===== src/rtl/core/mcw_pkg.sv =====
`default_nettype none
package mcw_pkg;

    localparam int POS_W          = 30;
    localparam int WORD_W         = 6;
    localparam int CFG_W          = 7;
    localparam int LEN_W          = 31;
    localparam int IN_TDATA_W     = 40;
    localparam int OUT_TDATA_W    = 40;
    localparam int DEF_MAX_WORDS  = 64;
    localparam int DEF_WIN_DEPTH  = 4096;
    localparam int CFG_RESET      = 1;

    typedef struct packed {
        logic [POS_W-1:0]  pos;
        logic [WORD_W-1:0] word;
        logic              last;
        logic              push;
    } mcw_item_t;

    typedef enum logic [2:0] {
        ST_IDLE,
        ST_PUSH,
        ST_INC,
        ST_HEAD_RD,
        ST_CNT_RD,
        ST_CNT_CHK,
        ST_FIN
    } mcw_state_t;

endpackage
`default_nettype wire


===== src/rtl/core/mcw_front.sv =====
`default_nettype none
module mcw_front import mcw_pkg::*; #(
    parameter int MAX_WORDS = DEF_MAX_WORDS
) (
    input  wire logic                  aclk,
    input  wire logic                  aresetn,
    input  wire logic                  s_tvalid,
    output logic                       s_tready,
    input  wire logic [IN_TDATA_W-1:0] s_tdata,
    input  wire logic                  s_tlast,
    input  wire logic [CFG_W-1:0]      word_types,
    output mcw_item_t                  q_item,
    output logic                       q_valid,
    input  wire logic                  q_pop
);

    logic              prev_valid_reg;
    logic [POS_W-1:0]  prev_pos_reg;
    logic [WORD_W-1:0] prev_word_reg;
    mcw_item_t         q_mem_reg [2];
    logic              wr_ptr_reg;
    logic              rd_ptr_reg;
    logic [1:0]        q_cnt_reg;

    logic              accept;
    logic [POS_W-1:0]  in_pos;
    logic [WORD_W-1:0] in_word;
    logic              is_repeat;
    logic              in_range;
    mcw_item_t         new_item;

    assign in_pos    = s_tdata[POS_W-1:0];
    assign in_word   = s_tdata[POS_W +: WORD_W];
    assign s_tready  = (q_cnt_reg != 2'd2);
    assign accept    = s_tvalid && s_tready;
    assign is_repeat = prev_valid_reg && (prev_pos_reg == in_pos) && (prev_word_reg == in_word);
    assign in_range  = (CFG_W'(in_word) < word_types) && (32'(in_word) < 32'(MAX_WORDS));

    always_comb begin
        new_item.pos  = in_pos;
        new_item.word = in_word;
        new_item.last = s_tlast;
        new_item.push = !is_repeat && in_range;
    end

    assign q_valid = (q_cnt_reg != 2'd0);
    assign q_item  = q_mem_reg[rd_ptr_reg];

    always_ff @(posedge aclk) begin
        if (accept) begin
            q_mem_reg[wr_ptr_reg] <= new_item;
            prev_pos_reg          <= in_pos;
            prev_word_reg         <= in_word;
        end
    end

    always_ff @(posedge aclk) begin
        if (!aresetn) begin
            prev_valid_reg <= 1'b0;
            wr_ptr_reg     <= 1'b0;
            rd_ptr_reg     <= 1'b0;
            q_cnt_reg      <= 2'd0;
        end else begin
            if (accept) begin
                prev_valid_reg <= !s_tlast;
                wr_ptr_reg     <= !wr_ptr_reg;
            end
            if (q_pop) begin
                rd_ptr_reg <= !rd_ptr_reg;
            end
            case ({accept, q_pop})
                2'b10:   q_cnt_reg <= q_cnt_reg + 2'd1;
                2'b01:   q_cnt_reg <= q_cnt_reg - 2'd1;
                default: q_cnt_reg <= q_cnt_reg;
            endcase
        end
    end

endmodule
`default_nettype wire


===== config.mk =====
export PLATFORM = sky130hd
export DESIGN_NAME = mcw_front
export DESIGN_NICKNAME = d
export VERILOG_FILES = /design/src/rtl/core/mcw_pkg.sv /design/src/rtl/core/mcw_front.sv
export SDC_FILE = /design/constraint.sdc
export NUM_CORES = 1
export LEC_CHECK = 0
export BUFFER_PORTS_ARGS = -buffer_cell sky130_fd_sc_hd__buf_2
export CORE_MARGIN = 2
export CORE_UTILIZATION = 47
export CTS_CLUSTER_DIAMETER = 150
export CTS_CLUSTER_SIZE = 25
export DETAILED_ROUTE_END_ITERATION = 6
export PLACE_DENSITY = 0.72
export REMOVE_ABC_BUFFERS = 1
export SLEW_MARGIN = 10
export SYNTH_ARGS = -nofsm -noshare
export SYNTH_HDL_FRONTEND = slang
export SYNTH_SLANG_ARGS = --single-unit
export TNS_END_PERCENT = 30

===== constraint.sdc =====
create_clock -name aclk -period 7.9 [get_ports aclk]
set_input_delay 1.58 -clock aclk [delete_from_list [all_inputs] [get_ports aclk]]
set_output_delay 1.58 -clock aclk [all_outputs]
set_load 0.05 [all_outputs]

==> impl_metrics.py <==
metrics = {
    "place": {
        "placed_cells_incl_taps": 462,
        "gp_congestion": 0.6830,
        "place_hpwl_microns": 4806,
        "port_buffers": 87,
    },
    "route": {
        "detailedRoute.firstPassIterationCount": 6,
        "route.antenna.remaining_nets": 0,
        "wl_per_cell_microns": 15.49,
        "via_count": 2386,
        "dr.first_iter.drc_count": 42,
        "detail_route.vias_per_cell": 4.840,
        "aggregate_routed_wire_length_microns": 7637,
        "route.detailed.drc": 0,
    },
    "worst_setup_path": {
        "timing.rr.end": "prev_valid_reg",
        "worst-setup-path-type": "flop to output port",
        "r2r_start": "q_cnt_reg[0]",
        "cp.required_ns": 6.32,
        "depth_of_the_worst_register_to_register_path": 5,
        "crit_path_max_fanout": 38,
        "worst_setup_path_start_kind": "flop",
        "r2r_slack_ns": 5.88,
        "end_kind": "output port",
        "worst_path_arrival_ns": 2.11,
    },
    "timing": {
        "hold_viol_final": 0,
        "rsz0062_at_grt": "no",
        "fmax_mhz": 271.1,
        "report.final.slew_viol_count": 0,
        "fin_skew_ns": 0.006801,
        "worst_pin_slew_ns": 0.9644,
        "finalSetupTns_ns": 0,
        "period_needed_ns": 3.689,
        "final-setup-viol-count": 0,
        "hold_ws_ns": 0.5094,
        "final.period_utilization_pct": 46.70,
        "relSlewSlack_pct": 35.71,
    },
    "clock_network": {
        "post_cts_setup_inserts": 0,
        "clock_tree.root_cell": "sky130_fd_sc_hd__clkbuf_8",
        "tritoncts": "done",
        "numCtsBuffers": 17,
        "clkLatencyLatePin_ns": 0.51,
        "cts.sinks": 118,
        "cts_max_level": 4,
        "path_clk_slew_ns": 0.05,
        "cts.repair.resized": 0,
        "cts.path.max_buffers": 2,
        "holdBufCountCts": 0,
    },
    "die": {
        "placementRows": 36,
        "die_area_sq_um": 10550,
        "die_y_microns": 102.7,
        "initial_core_util_pct": 47.74,
        "placeableCoreArea_sq_um": 9594,
        "ios": 92,
        "die_x_microns": 102.7,
    },
    "run_status": {
        "run_status": "finished, final reports clean",
    },
    "yosys": {
        "synth-edff-count": 112,
        "synthArstFlopShare_pct": 0,
        "post-synth-top-count-cell": "sky130_fd_sc_hd__edfxtp_1",
        "synth-main-ff-cell": "sky130_fd_sc_hd__edfxtp_1",
        "seq_area_frac_synth_pct": 76.04,
        "netlist.area_leader.share_pct": 73.42,
        "yosys_register_bits": 118,
        "synth_common_cells": "112 x sky130_fd_sc_hd__edfxtp_1, 38 x sky130_fd_sc_hd__mux2_2, 20 x sky130_fd_sc_hd__xor2_1",
        "synthDistinctLibCells": 26,
        "yosys_warnings": 0,
        "post_synth_inst_count": 245,
        "synth_area_leaders": "sky130_fd_sc_hd__edfxtp_1 73%, sky130_fd_sc_hd__mux2_2 9.3%, sky130_fd_sc_hd__xor2_1 3.8%",
        "postSynthAreaPerCell_sq_um": 18.70,
        "synthesis.area_sq_um": 4581,
        "post-synth-top-area-cell": "sky130_fd_sc_hd__edfxtp_1",
    },
    "layout": {
        "insertedDiodeCount": 0,
        "finalNetCount": 407,
        "fin_cells": 493,
        "syn_to_final_growth_pct": 25.16,
        "largest_reg_flops": 76,
        "post-route-util_pct": 59.75,
        "post_route_cells_drive_above_1_share_pct": 43.89,
    },
    "hold_path": {
        "timing.hold.worst_path_depth": 1,
        "holdPathEnd": "prev_valid_reg",
        "worstHoldStart": "prev_valid_reg",
        "worst_hold_path_type": "flop to flop",
    },
    "global_routing": {
        "grt_overflow_total": 0,
        "globalRouteTotalUtil_pct": 15.48,
        "grt_antenna_before_repair": 0,
        "first_pass_grt_wire_length_microns": 11640,
        "grt_pass1_vias": 2371,
        "maximum_number_of_pins_on_one_net_before_global_route_repair": 40,
    },
    "power": {
        "power_uw": 1737,
        "cellPowerDensity_nw_per_um2": 302.9,
        "worst_ir_drop_vdd_uv": 142.7,
        "standby_leakage_power_uw": 0.002125,
    },
    "run": {
        "max-cap-violations": 0,
    },
}
## kinds of logic (layout without fill, tap and decap cells)
| family | Yosys count | after routing | share of synthesized area (%) |
|---|---|---|---|
| compound gates | 10 | 10 | 1.503 |
| xor+xnor | 39 | 39 | 7.457 |
| simple gates | 24 | 24 | 3.087 |
| flops | 118 | 118 | 76.04 |
| buf+inv | 10 | 125 | 0.9287 |
| mux | 38 | 38 | 9.342 |
| fa+ha+maj | 6 | 6 | 1.639 |
## metal layers
layer / wire length, microns / share of wire (%) / track usage (%)
met5: 0 / 0 / 0
met4: 132 / 1.7 / 8.615
met3: 311 / 4.1 / 5.017
met2: 3769 / 49 / 24.08
met1: 3424 / 45 / 19.25
## worst max-delay path, cell delays in order (launching register included)
cell and delay [ns]:
sky130_fd_sc_hd__dfxtp_2 0.93, sky130_fd_sc_hd__mux2_2 0.42, sky130_fd_sc_hd__buf_2 0.21
## stage by stage
stage | worst slack [ns] | instance area [sq um]
5_1_grt | 4.078 | 5733
2_1_floorplan | 4.141 | 4561
6_report | 4.211 | 5733
4_1_cts | 4.135 | 5713
3_5_place_dp | 4.642 | 5180
3_3_place_gp | 4.689 | 5180
## worst max path at each step
stage               startpoint         endpoint  cells past startpoint
floorplan             s_tvalid  q_mem_reg[0][0]                      2
global placement          flop        q_item[8]                      2
detailed placement    s_tvalid   prev_valid_reg                      5
CTS                       flop        q_item[6]                      2
global route              flop       q_item[24]                      2
finish                    flop        q_item[2]                      2
## layout make-up
type,instances,area [sq um]
clock buffers,19,421.7
clock inverters,11,111.4
fillers,770,3861
inverters,6,22.52
multi-input cells,117,1064
flip-flops and latches,118,3485
well taps,133,166.4
repair buffers,89,462.9
## cell usage in the layout, fill, tap and decap left out, drive strengths merged, types with 2 or more instances in the layout
| cell | synthesis | layout |
|---|---|---|
| clkinv | 0 | 7 |
| buf | 4 | 89 |
| nand4 | 6 | 6 |
| o21ai | 2 | 2 |
| xnor2 | 19 | 19 |
| clkbuf | 0 | 19 |
| nand2 | 2 | 2 |
| dfxtp | 6 | 6 |
| xor2 | 20 | 20 |
| clkinvlp | 0 | 3 |
| a21oi | 2 | 2 |
| inv | 6 | 5 |
| bufinv | 0 | 2 |
| nand2b | 2 | 2 |
| ha | 6 | 6 |
| mux2 | 38 | 38 |
| and2 | 4 | 4 |
| nor4 | 5 | 5 |
| edfxtp | 112 | 112 |
## report_power, final
| part | internal [uW] | switching (uW) |
|---|---|---|
| combinational | 83.5 | 186 |
| clock | 439 | 248 |
| sequential | 756 | 25.0 |
| total | 1280 | 458 |
Note: power is estimated with default switching activity, not from simulation.
